`src/hdl/tcw_pkg.sv`:
```
`timescale 1ns / 1ps

package tcw_pkg;

    // control characters
    localparam logic [7:0] CHAR_BS    = 8'd8;
    localparam logic [7:0] CHAR_TAB   = 8'd9;
    localparam logic [7:0] CHAR_NL    = 8'd10;
    localparam logic [7:0] CHAR_CR    = 8'd13;
    localparam logic [7:0] CHAR_SPACE = 8'd32;

    // space on black, attribute in the high byte
    localparam logic [15:0] BLANK_CELL = {8'h00, CHAR_SPACE};

    localparam logic OP_PUT  = 1'b0;
    localparam logic OP_READ = 1'b1;

    typedef enum logic [2:0] {
        CUR_NONE,
        CUR_INC,
        CUR_DEC,
        CUR_HOME,
        CUR_SCROLL
    } t_cur_cmd;

    typedef struct packed {
        logic is_last;
        logic is_zero;
    } t_cur_stat;

endpackage

```
`src/hdl/tcw_cursor.sv`:
```
`timescale 1ns / 1ps

module tcw_cursor #(
    parameter  int COLUMNS  = 80,
    parameter  int ROWS     = 25,
    parameter  int TAB_STOP = 8,
    localparam int EXTENT   = COLUMNS * ROWS,
    localparam int CW       = $clog2(EXTENT),
    localparam int COLW     = $clog2(COLUMNS),
    localparam int TW       = (TAB_STOP > 1) ? $clog2(TAB_STOP) : 1
) (
    input  logic                i_clk,
    input  logic                i_rst_n,
    input  tcw_pkg::t_cur_cmd   i_cmd,
    output logic [CW-1:0]       o_cursor,
    output logic [COLW-1:0]     o_col,
    output logic [TW-1:0]       o_tph,
    output tcw_pkg::t_cur_stat  o_stat
);

    import tcw_pkg::*;

    localparam logic [CW-1:0]   LAST    = CW'(EXTENT - 1);
    localparam logic [CW-1:0]   SCR_POS = CW'(EXTENT - COLUMNS);
    localparam logic [COLW-1:0] COL_MAX = COLW'(COLUMNS - 1);
    localparam logic [TW-1:0]   TAB_MAX = TW'(TAB_STOP - 1);
    localparam logic [TW-1:0]   SCR_PH  = TW'((EXTENT - COLUMNS) % TAB_STOP);
    localparam logic [TW:0]     ROW_K   = (TW+1)'(COLUMNS % TAB_STOP);
    localparam logic [TW:0]     ROW_KC  = (TW+1)'(TAB_STOP - (COLUMNS % TAB_STOP));

    // cursor, its column, its tab phase and the tab phase of its row start
    logic [CW-1:0]   r_cursor, n_cursor;
    logic [COLW-1:0] r_col, n_col;
    logic [TW-1:0]   r_tph, n_tph;
    logic [TW-1:0]   r_rs, n_rs;

    always_comb begin
        n_cursor = r_cursor;
        n_col    = r_col;
        n_tph    = r_tph;
        n_rs     = r_rs;
        case (i_cmd)
            CUR_INC: begin
                if (r_cursor != LAST) begin
                    n_cursor = r_cursor + 1'b1;
                    n_tph    = (r_tph == TAB_MAX) ? '0 : r_tph + 1'b1;
                    if (r_col == COL_MAX) begin
                        n_col = '0;
                        n_rs  = n_tph;
                    end else begin
                        n_col = r_col + 1'b1;
                    end
                end
            end
            CUR_DEC: begin
                if (r_cursor != '0) begin
                    n_cursor = r_cursor - 1'b1;
                    n_tph    = (r_tph == '0) ? TAB_MAX : r_tph - 1'b1;
                    if (r_col == '0) begin
                        n_col = COL_MAX;
                        // previous row start phase: rs - COLUMNS mod TAB_STOP
                        if ({1'b0, r_rs} >= ROW_K) begin
                            n_rs = TW'({1'b0, r_rs} - ROW_K);
                        end else begin
                            n_rs = TW'({1'b0, r_rs} + ROW_KC);
                        end
                    end else begin
                        n_col = r_col - 1'b1;
                    end
                end
            end
            CUR_HOME: begin
                n_cursor = r_cursor - CW'(r_col);
                n_col    = '0;
                n_tph    = r_rs;
            end
            CUR_SCROLL: begin
                n_cursor = SCR_POS;
                n_col    = '0;
                n_tph    = SCR_PH;
                n_rs     = SCR_PH;
            end
            default: begin
            end
        endcase
    end

    always_ff @(posedge i_clk) begin
        if (!i_rst_n) begin
            r_cursor <= '0;
            r_col    <= '0;
            r_tph    <= '0;
            r_rs     <= '0;
        end else begin
            r_cursor <= n_cursor;
            r_col    <= n_col;
            r_tph    <= n_tph;
            r_rs     <= n_rs;
        end
    end

    assign o_cursor       = r_cursor;
    assign o_col          = r_col;
    assign o_tph          = r_tph;
    assign o_stat.is_last = (r_cursor == LAST);
    assign o_stat.is_zero = (r_cursor == '0);

endmodule

```
`config.mk`:
```
export PLATFORM = sky130hd
export DESIGN_NAME = tcw_cursor
export DESIGN_NICKNAME = d
export VERILOG_FILES = /design/src/hdl/tcw_pkg.sv /design/src/hdl/tcw_cursor.sv
export SDC_FILE = /design/constraint.sdc
export NUM_CORES = 1
export LEC_CHECK = 0
export ABC_AREA = 1
export BUFFER_PORTS_ARGS = -buffer_cell sky130_fd_sc_hd__buf_2
export CORE_ASPECT_RATIO = 2
export CORE_UTILIZATION = 58
export CTS_BUF_LIST = sky130_fd_sc_hd__clkbuf_16
export CTS_CLUSTER_DIAMETER = 200
export DETAILED_ROUTE_END_ITERATION = 7
export GPL_TIMING_DRIVEN = 0
export PLACE_DENSITY = 0.9
export SYNTH_ARGS = -nofsm -noshare
export SYNTH_HDL_FRONTEND = slang
export SYNTH_SLANG_ARGS = --single-unit
export TNS_END_PERCENT = 1
```
`constraint.sdc`:
```
create_clock -name i_clk -period 2.2 [get_ports i_clk]
set_clock_uncertainty 0.2 [all_clocks]
set_input_delay 0 -clock i_clk [delete_from_list [all_inputs] [get_ports i_clk]]
set_output_delay 0 -clock i_clk [all_outputs]
set_load 0.1 [all_outputs]
```
==> results.json, run 1 <==
{
  "antenna_found_initial": 0,
  "ios": 28,
  "cp_data_required_time_ns": 2.16,
  "clock.fmax_ghz": 0.468,
  "total_power_mw": 1.92,
  "crit_type": "flip-flop to flip-flop",
  "r2r_cells": 15,
  "tritoncts": "built",
  "viasPerCell": 5.26,
  "tns_ns": 0,
  "hpwl_um": 4440,
  "hp-class": "input pin to flip-flop",
  "portBuffers": 27,
  "cp_max_fo": 6,
  "final_layout_size_suffix_gt1_frac": 0.202,
  "grt_max_degree": 14,
  "cts_sinks": 24,
  "grtUsageTotal": 0.301,
  "slew_viol_final": 0,
  "cp_slowest_stage_delay_ns": 0.40,
  "synth.ff_latch_count": 24,
  "synthFlopType": "dfxtp_1",
  "setup_violations": 0,
  "ys_warn_count": 0,
  "n_fill_cell": 328,
  "numCtsBuffers": 3,
  "place_ws_ns": -0.273,
  "setup.worst_path.end_class": "flip-flop",
  "dieWidth_um": 45.3,
  "tightestPinTransition_ns": 0.548,
  "period_share": 0.972,
  "ys_seq_area_frac": 0.221,
  "cts_buffer_depth": 2,
  "synth-edff-count": 0,
  "syn-cell-area_sq_um": 2180,
  "clkLatencyLatePin_ns": 0.26,
  "final.setup.worst_slack_ns": 0.0615,
  "startpoint_type": "flip-flop",
  "ir_drop_v": 0.000551,
  "slowest_stage": "dfxtp_4",
  "synth_top_area_share": 0.221,
  "wl_per_cell_um": 12.5,
  "overflow": 0,
  "min_path_cells": 5,
  "period_needed_ns": 2.14,
  "drt_wl_total_um": 5580,
  "synth.distinct_cells": 31,
  "nets": 420,
  "drt_iter0_markers": 76,
  "maxCapViolCount": 0,
  "vias": 2347,
  "cts_root_buf": "clkbuf_16",
  "rsz0062_at_grt": "true",
  "status": "complete, no violations",
  "clkTransAtPathRegs_ns": 0.06,
  "die_h_um": 88.6,
  "synthArstFlopShare": 0,
  "dieArea_sq_um": 4020,
  "dr.pass1.iters": 4,
  "path_cells": "inv_4 > nand4_1 > ha_2 > inv_2 > fa_2 > nand2_2 > nand2_2 > nand3_2 > nand2_4 > nand2_2 > nand2_1 > nand2_1 > nand2_1 > nor2_1 > nor2_1",
  "syn_nets": 387,
  "grt_pass1_wl_um": 8950,
  "grt_pass1_vias": 2167,
  "ant_nets": 0,
  "initial_core_util": 0.604,
  "synth_most_common_cell": "nand2_1",
  "hold_viol_final": 0,
  "place.gp.congestion": 1.01,
  "synthCells": 365,
  "drc": 0,
  "syn_to_final_growth_pct": 16.8,
  "ys_top_cells_by_area": "dfxtp_1 (22%), nand2_1 (18%), nor2_1 (11%), ha_1 (9.2%), inv_1 (8.6%)",
  "htreeDepth": 1,
  "antennaDiodeCount": 0,
  "power_density_nw_per_um2": 754,
  "power_leakage_nw": 1.39,
  "rows": 31,
  "syn_area_per_cell_sq_um": 5.96,
  "slew_headroom": 0.634,
  "ys_top_cells_by_count": "nand2_1 (106), nor2_1 (61), inv_1 (50), dfxtp_1 (24), nand3_1 (21)",
  "core_area_sq_um": 3610,
  "yosysTopAreaCell": "dfxtp_1",
  "crit_arrival_ns": 2.10
}
worst max-delay path: cells and delay by family, from the launching register on:
family / cells / cell delay (ns)
flip-flops: 1 / 0.40
buffers and inverters: 2 / 0.11
adder cells (fa/ha/maj): 2 / 0.59
AND/OR/NAND/NOR: 11 / 0.73
per-layer routing:
metal | part of all wire | vias up | GRT usage
li1 | - | 1211 | -
met1 | 0.38 | 1052 | 0.282
met2 | 0.55 | 61 | 0.572
met3 | 0.030 | 23 | 0.0306
met4 | 0.046 | 0 | 0.198
met5 | 0 | - | 0
final timing paths:
kind	start	end	slack (ns)
hold / removal	i_cmd[0]	o_tph[2]$_SDFFE_PN0P_	0.02
hold reg to reg	o_cursor[4]$_SDFFE_PN0P_	o_cursor[4]$_SDFFE_PN0P_	0.29
setup / recovery	o_col[0]$_SDFFE_PN0P_	o_cursor[8]$_SDFFE_PN0P_	0.06
setup reg to reg	o_col[0]$_SDFFE_PN0P_	o_cursor[8]$_SDFFE_PN0P_	0.06
state kept, by name (all words and copies together), names as in the netlist:
| signal | flops |
|---|---|
| o_cursor | 11 |
| r_rs | 3 |
| o_col | 7 |
| o_tph | 3 |
report_power, final:
part           leakage, nW  total (mW)  switching, mW  internal [mW]
clock network       0.0423       0.412          0.168          0.244
registers            0.205       0.553         0.0619          0.491
logic                 1.14       0.953          0.710          0.243
total                 1.39        1.92          0.940          0.978
timing repair:
item | in CTS | in global routing
hold endpoints to repair | 4 | 0
gates resized for setup | 3 | 9
buffers inserted | 0 | 2
hold buffers | 1 | 0
pin swaps | 0 | 6
endpoints found under the setup margin | 6 | 5
cells in the final DEF, fill, tap and decap left out, types with 3 or more instances in the layout:
master / instances
nand2_1: 102
nor2_1: 61
inv_1: 49
buf_2: 27
nand3_1: 20
a21oi_1: 17
dfxtp_2: 16
o21ai_0: 15
ha_1: 15
nand4_1: 6
xor2_1: 6
inv_2: 5
o21ai_1: 5
dfxtp_1: 5
nand3_2: 4
nor3_1: 4
nand2_2: 4
nand2_4: 3
buf_6: 3
clkbuf_16: 3
dfxtp_4: 3
kinds of logic after synthesis:
logic type               Yosys count  synth area share
flip-flops                        24             0.221
AO/OA/AOI/OAI                     42             0.101
XOR/XNOR                           6            0.0241
AND/OR/NAND/NOR                  214             0.434
buffers and inverters             62             0.118
adder cells (fa/ha/maj)           17             0.101
layout make-up:
cell class	count	area, sq um	area share
well taps	49	61.3	0.0241
multi-input cells	279	1480	0.581
plain buffers	5	41.3	0.0162
flip-flops and latches	24	512	0.201
clock inverters	1	3.75	0.00148
clock buffers	3	75.1	0.0295
inverters	55	211	0.0831
repair buffers	30	160	0.0630
metrics by stage:
stage	hold WS, ns	cells	util	area, sq um
after global routing	0.0529	446	0.705	2540
after CTS	0.0311	445	0.696	2510
final	0.0240	446	0.705	2540
after global placement	0.0955	441	0.671	2420
after detailed placement	0.0880	441	0.671	2420
after floorplan	-0.0845	365	-	2220
Note: power is estimated with default switching activity, not from simulation.
==> run 2: changes to the inputs <==
CORE_UTILIZATION = 44   (was 58)
PLACE_DENSITY = 0.73   (was 0.9)
TNS_END_PERCENT = 10   (was 1)
==> run 2 against run 1 <==
Effect of this change: first-iteration DRC count down 9.2%; non-clock buffer count is 2 higher; global-route usage shrank 5.1 points; maximum frequency up 2.1%; cell area increased by 1.7%; total power is 6.8% higher; die area increased by 31%; utilization shrank 15 points; final cell count is 1.8% higher; worst hold slack lost 0.0098 ns; largest power group unchanged.
==> results.json, run 2 (same netlist as run 1, synthesis figures left out) <==
{
  "ios": 28,
  "slowest_stage": "fa_2",
  "largest_reg_flops": 11,
  "slew_headroom": 0.642,
  "die_h_um": 101,
  "hp-class": "input pin to flip-flop",
  "startpoint_type": "flip-flop",
  "final_layout_size_suffix_gt1_frac": 0.208,
  "dieWidth_um": 51.7,
  "clkLatencyLatePin_ns": 0.26,
  "place_area_sq_um": 2430,
  "drc": 0,
  "overflow": 0,
  "place.gp.congestion": 0.927,
  "drt_wl_total_um": 5980,
  "period_needed_ns": 2.09,
  "tritoncts": "built",
  "cp_max_fo": 4,
  "grt_pass1_wl_um": 9730,
  "final_area_sq_um": 2590,
  "rows": 35,
  "path_cells": "inv_4 > nand4_1 > ha_2 > inv_2 > fa_2 > nand2_2 > nand2_2 > nand3_2 > nand2_2 > nand2_1 > nand2_1 > nand2_1 > nand2_1 > nor2_1 > nor2_1",
  "numCtsBuffers": 3,
  "total_power_mw": 2.05,
  "ir_drop_v": 0.000534,
  "cp_slowest_stage_delay_ns": 0.39,
  "r2r_setup_slack_ns": 0.11,
  "viasPerCell": 5.20,
  "path_buf_inv": 2,
  "slew_viol_final": 0,
  "drt_iter0_markers": 69,
  "crit_arrival_ns": 2.06,
  "hold_viol_final": 0,
  "period_share": 0.952,
  "worstHoldStart": "i_cmd[1]",
  "layout_common_cells": "nand2_1 (102), nor2_1 (61), inv_1 (48), buf_2 (27), nand3_1 (20)",
  "nets": 422,
  "cpMostUsedCell": "nand2_1",
  "fin_util": 0.552,
  "crit_type": "flip-flop to flip-flop",
  "power_density_nw_per_um2": 792,
  "tightestPinTransition_ns": 0.537,
  "grtUsageTotal": 0.250,
  "core_area_sq_um": 4690,
  "rsz0062_at_grt": "true",
  "dr.pass1.iters": 4,
  "syn_to_final_growth_pct": 18.9,
  "grt_max_degree": 15,
  "critPathTopFamily": "simple AND/OR/NAND/NOR gates",
  "ant_nets": 0,
  "setup.worst_path.end_class": "flip-flop",
  "dieArea_sq_um": 5250,
  "layout_commonest_cell": "nand2_1",
  "cts_sinks": 24,
  "vias": 2363,
  "worstSetupStartpoint": "o_col[0]$_SDFFE_PN0P_",
  "setup_violations": 0,
  "portBuffers": 27,
  "grt_pass1_vias": 2194,
  "n_fill_cell": 479,
  "r2r_start": "o_col[0]$_SDFFE_PN0P_",
  "cts_root_buf": "clkbuf_16",
  "antenna_found_initial": 0,
  "wl_per_cell_um": 13.2,
  "htreeDepth": 1,
  "initial_core_util": 0.465,
  "antennaDiodeCount": 0,
  "hpwl_um": 4770,
  "status": "complete, no violations",
  "cts_buffer_depth": 2,
  "clock.fmax_ghz": 0.477,
  "power_leakage_nw": 1.41,
  "clkTransAtPathRegs_ns": 0.07,
  "maxCapViolCount": 0,
  "cp_data_required_time_ns": 2.16
}
run 2: cell count changes in the layout (fill, tap and decap cells not counted), sizes merged:
| cell | delta |
|---|---|
| buf | +2 |
| bufinv | +1 |
| inv | -1 |
run 2: through the flow:
step,hold slack (ns),std cells,setup WS (ns),TNS (ns)
floorplan,-0.0845,365,-0.0248,-0.0446
global placement,0.0951,447,-0.250,-1.14
detailed placement,0.0954,447,-0.304,-1.52
CTS,0.0165,451,0.0364,0
global route,0.0462,454,-0.0443,-0.0647
finish,0.0141,454,0.105,0
run 2: repair_timing:
item                                   4_1_cts  5_1_grt
hold buffers                                 1        0
resized for setup                            2        8
setup endpoints to repair                    6        7
buffers inserted                             0        4
pin swaps                                    0        6
endpoints found under the hold margin        4        0
run 2: area by class of cell:
class                           count  area (sq um)  share of cell area
Tap cell                           55          68.8              0.0266
Multi-Input combinational cell    279          1470               0.570
Inverter                           55           211              0.0817
Sequential cell                    24           512               0.198
Clock buffer                        3          75.1              0.0290
Clock inverter                      1          30.0              0.0116
Timing Repair Buffer               32           175              0.0677
Buffer                              5          41.3              0.0160
run 2: worst reg2reg max path: cells and delay by family (launching register included):
family                   cells  cell delay, ns
adder cells (fa/ha/maj)      2            0.58
buffers and inverters        2            0.09
flip-flops                   1            0.37
AND/OR/NAND/NOR             11            0.75
run 2: final timing paths:
kind	endpoint	cells after the start
setup / recovery	o_cursor[8]$_SDFFE_PN0P_	15
hold / removal	o_tph[2]$_SDFFE_PN0P_	5
setup reg to reg	o_cursor[8]$_SDFFE_PN0P_	15
hold reg to reg	r_rs[2]$_SDFFE_PN0P_	2
run 2: power by group:
part           total, mW  switching, mW  internal, mW
Sequential         0.553         0.0620         0.491
Clock              0.535          0.173         0.362
Combinational      0.960          0.714         0.246
run 2: metal layers:
layer	part of all wire	wire length [um]	GRT usage	vias to the layer above
met4	0.033	200	0.121	0
met5	0	0	0	-
li1	-	-	-	1213
met2	0.56	3360	0.496	57
met3	0.033	197	0.0285	17
met1	0.37	2230	0.238	1076
==> run 3: changes to the inputs <==
ABC_AREA = not set   (was 1)
PLACE_DENSITY = 0.74   (was 0.73)
==> run 3 against run 2 <==
Effect of this change: the flow now finishes with violations (setup timing); first-iteration DRC count is 5.8% higher; clock-buffer cell count stayed put; routed wire length is 13% higher; utilization is 4.6 points higher; worst hold slack better by 0.034 ns; setup slack worse by 0.12 ns; non-clock buffer count is 16 higher; clock power is 23% lower; maximum frequency is 5.3% lower; final cell count is 21% lower; critical path type unchanged; largest power group unchanged.
==> results.json, run 3 <==
{
  "layout_commonest_cell": "buf_2",
  "drt_iter0_markers": 73,
  "synthCells": 262,
  "grtUsageTotal": 0.275,
  "tritoncts": "built",
  "htreeDepth": 1,
  "nets": 327,
  "wl_per_cell_um": 18.8,
  "slew_viol_final": 0,
  "wl_met3_um": 225,
  "ys_top_cells_by_area": "dfxtp_1 (23%), ha_1 (9.4%), a21oi_1 (5.6%), o21ai_0 (4.9%), inv_1 (2.5%)",
  "cts_buffer_depth": 2,
  "dieWidth_um": 51.2,
  "synthArstFlopShare": 0,
  "rsz0062_at_grt": "true",
  "ant_nets": 0,
  "portBuffers": 26,
  "ys_top_cells_by_count": "a21oi_1 (24), dfxtp_1 (24), o21ai_0 (21), ha_1 (16), inv_1 (14)",
  "tightestPinTransition_ns": 0.683,
  "clkTransAtPathRegs_ns": 0.07,
  "synth_top_area_share": 0.226,
  "syn-cell-area_sq_um": 2130,
  "power_leakage_nw": 1.14,
  "grt_pass1_vias": 2235,
  "holdWs_ns": 0.0486,
  "hold_viol_final": 0,
  "viasPerCell": 6.39,
  "top_layer": "met4",
  "numCtsBuffers": 3,
  "final_layout_size_suffix_gt1_frac": 0.378,
  "grt_max_degree": 20,
  "maxCapViolCount": 0,
  "crit_type": "flip-flop to flip-flop",
  "dr.pass1.iters": 4,
  "startpoint_type": "flip-flop",
  "yosysTopAreaCell": "dfxtp_1",
  "overflow": 0,
  "ios": 28,
  "clkLatencyLatePin_ns": 0.26,
  "syn_nets": 284,
  "ys_warn_count": 0,
  "slew_headroom": 0.543,
  "n_fill_cell": 465,
  "synth.ff_latch_count": 24,
  "syn_to_final_growth_pct": 30.5,
  "route.met2.wl_um": 3760,
  "rows": 35,
  "antenna_found_initial": 0,
  "m1WireLength_um": 2470,
  "antennaDiodeCount": 0,
  "cts_root_buf": "clkbuf_16",
  "cp_max_fo": 10,
  "synth-edff-count": 0,
  "dieArea_sq_um": 5140,
  "violations": "setup timing",
  "hpwl_um": 4850,
  "crit_arrival_ns": 2.17,
  "setup_violations": 2,
  "power_density_nw_per_um2": 641,
  "synth.distinct_cells": 71,
  "vias": 2295,
  "ys_seq_area_frac": 0.226,
  "period_needed_ns": 2.21,
  "core_area_sq_um": 4640,
  "drc": 0,
  "syn_area_per_cell_sq_um": 8.12,
  "largest_reg_flops": 11,
  "synthFlopType": "dfxtp_1",
  "initial_core_util": 0.458,
  "total_power_mw": 1.78,
  "hp-class": "input pin to flip-flop",
  "ir_drop_v": 0.000458,
  "status": "finished, violations left",
  "final.setup.worst_slack_ns": -0.0123,
  "period_share": 1.01,
  "clock.fmax_ghz": 0.452,
  "place.gp.congestion": 0.965,
  "cts_sinks": 24,
  "drt_wl_total_um": 6740,
  "die_h_um": 100,
  "layout_common_cells": "buf_2 (29), o21ai_0 (20), dfxtp_4 (18), a21oi_1 (17), buf_4 (15)",
  "grt_pass1_wl_um": 10600,
  "setup.worst_path.end_class": "flip-flop",
  "cp_data_required_time_ns": 2.16
}
run 3: cell types whose count changed after synthesis, moves of 4 or more:
cell      previous run  this run
buf_2                0         4
nand3_1             21        10
a21o_1               1         5
a211oi_1             0         6
nor2_1              61        12
xor2_1               6         2
o21ai_1              4         0
inv_1               50        14
a21oi_1             17        24
nand2_1            106        13
a31oi_1              0         5
o21ai_0             16        21
run 3: report_power, final:
group | switching (mW) | total [mW] | internal [mW]
sequential | 0.0595 | 0.531 | 0.471
clock | 0.170 | 0.414 | 0.244
combinational | 0.587 | 0.836 | 0.249
total | 0.816 | 1.78 | 0.964
run 3: worst paths after layout:
check	from	depth (start not counted)	slack, ns	to
max	o_col[3]$_SDFFE_PN0P_	8	-0.01	o_cursor[9]$_SDFFE_PN0P_
min	i_cmd[2]	5	0.05	o_tph[1]$_SDFFE_PN0P_
max reg2reg	o_col[3]$_SDFFE_PN0P_	8	-0.01	o_cursor[9]$_SDFFE_PN0P_
min reg2reg	r_rs[0]$_SDFFE_PN0P_	2	0.28	r_rs[0]$_SDFFE_PN0P_
run 3: kinds of logic (layout without fill, tap and decap cells):
group           count (synthesis)  after routing  synth area share
flops                          24             24             0.226
buf+inv                        31             73            0.0729
compound gates                102            102             0.334
mux                             2              2           0.00941
simple gates                   81             81             0.234
xor+xnor                        5              5            0.0206
fa+ha+maj                      17             17             0.103
run 3: what timing repair did:
action | CTS | global route
setup endpoints to repair | 8 | 17
buffers inserted | 6 | 7
cloned | 0 | 0
hold buffers | 1 | 0
hold endpoints to repair | 1 | 0
pin swaps | 12 | 8
resized for setup | 11 | 18
run 3: metrics by stage:
step	setup slack [ns]	instance area, sq um	util	cells	TNS, ns
2_1_floorplan	-0.181	2270	-	262	-1.14
3_3_place_gp	-0.493	2470	0.532	343	-1.71
3_5_place_dp	-0.522	2470	0.532	343	-2.08
4_1_cts	-0.0985	2640	0.570	353	-0.337
5_1_grt	-0.0773	2780	0.598	359	-0.359
6_report	-0.0123	2780	0.598	359	-0.0148
run 3: critical path, cell delays in order (launching register included):
cell and delay [ns]:
dfxtp_4 0.36, clkbuf_8 0.16, a21oi_4 0.16, ha_4 0.24, and3_1 0.16, a21oi_2 0.16
a311oi_2 0.14, or3b_1 0.36, and3b_1 0.16
run 3: final cells by class:
type / instances / area (sq um) / area share
clock inverter: 1 / 3.75 / 0.00135
timing repair buffer: 40 / 238 / 0.0856
sequential: 24 / 548 / 0.197
multi-input combinational: 207 / 1670 / 0.603
buffer: 13 / 108 / 0.0388
clock buffer: 3 / 75.1 / 0.0270
tap: 55 / 68.8 / 0.0248
inverter: 16 / 62.6 / 0.0225
run 3: layer usage:
layer / global-route usage / vias up
met5: 0 / -
met4: 0.182 / 0
met3: 0.0258 / 23
met2: 0.506 / 78
met1: 0.279 / 1103
li1: - / 1091
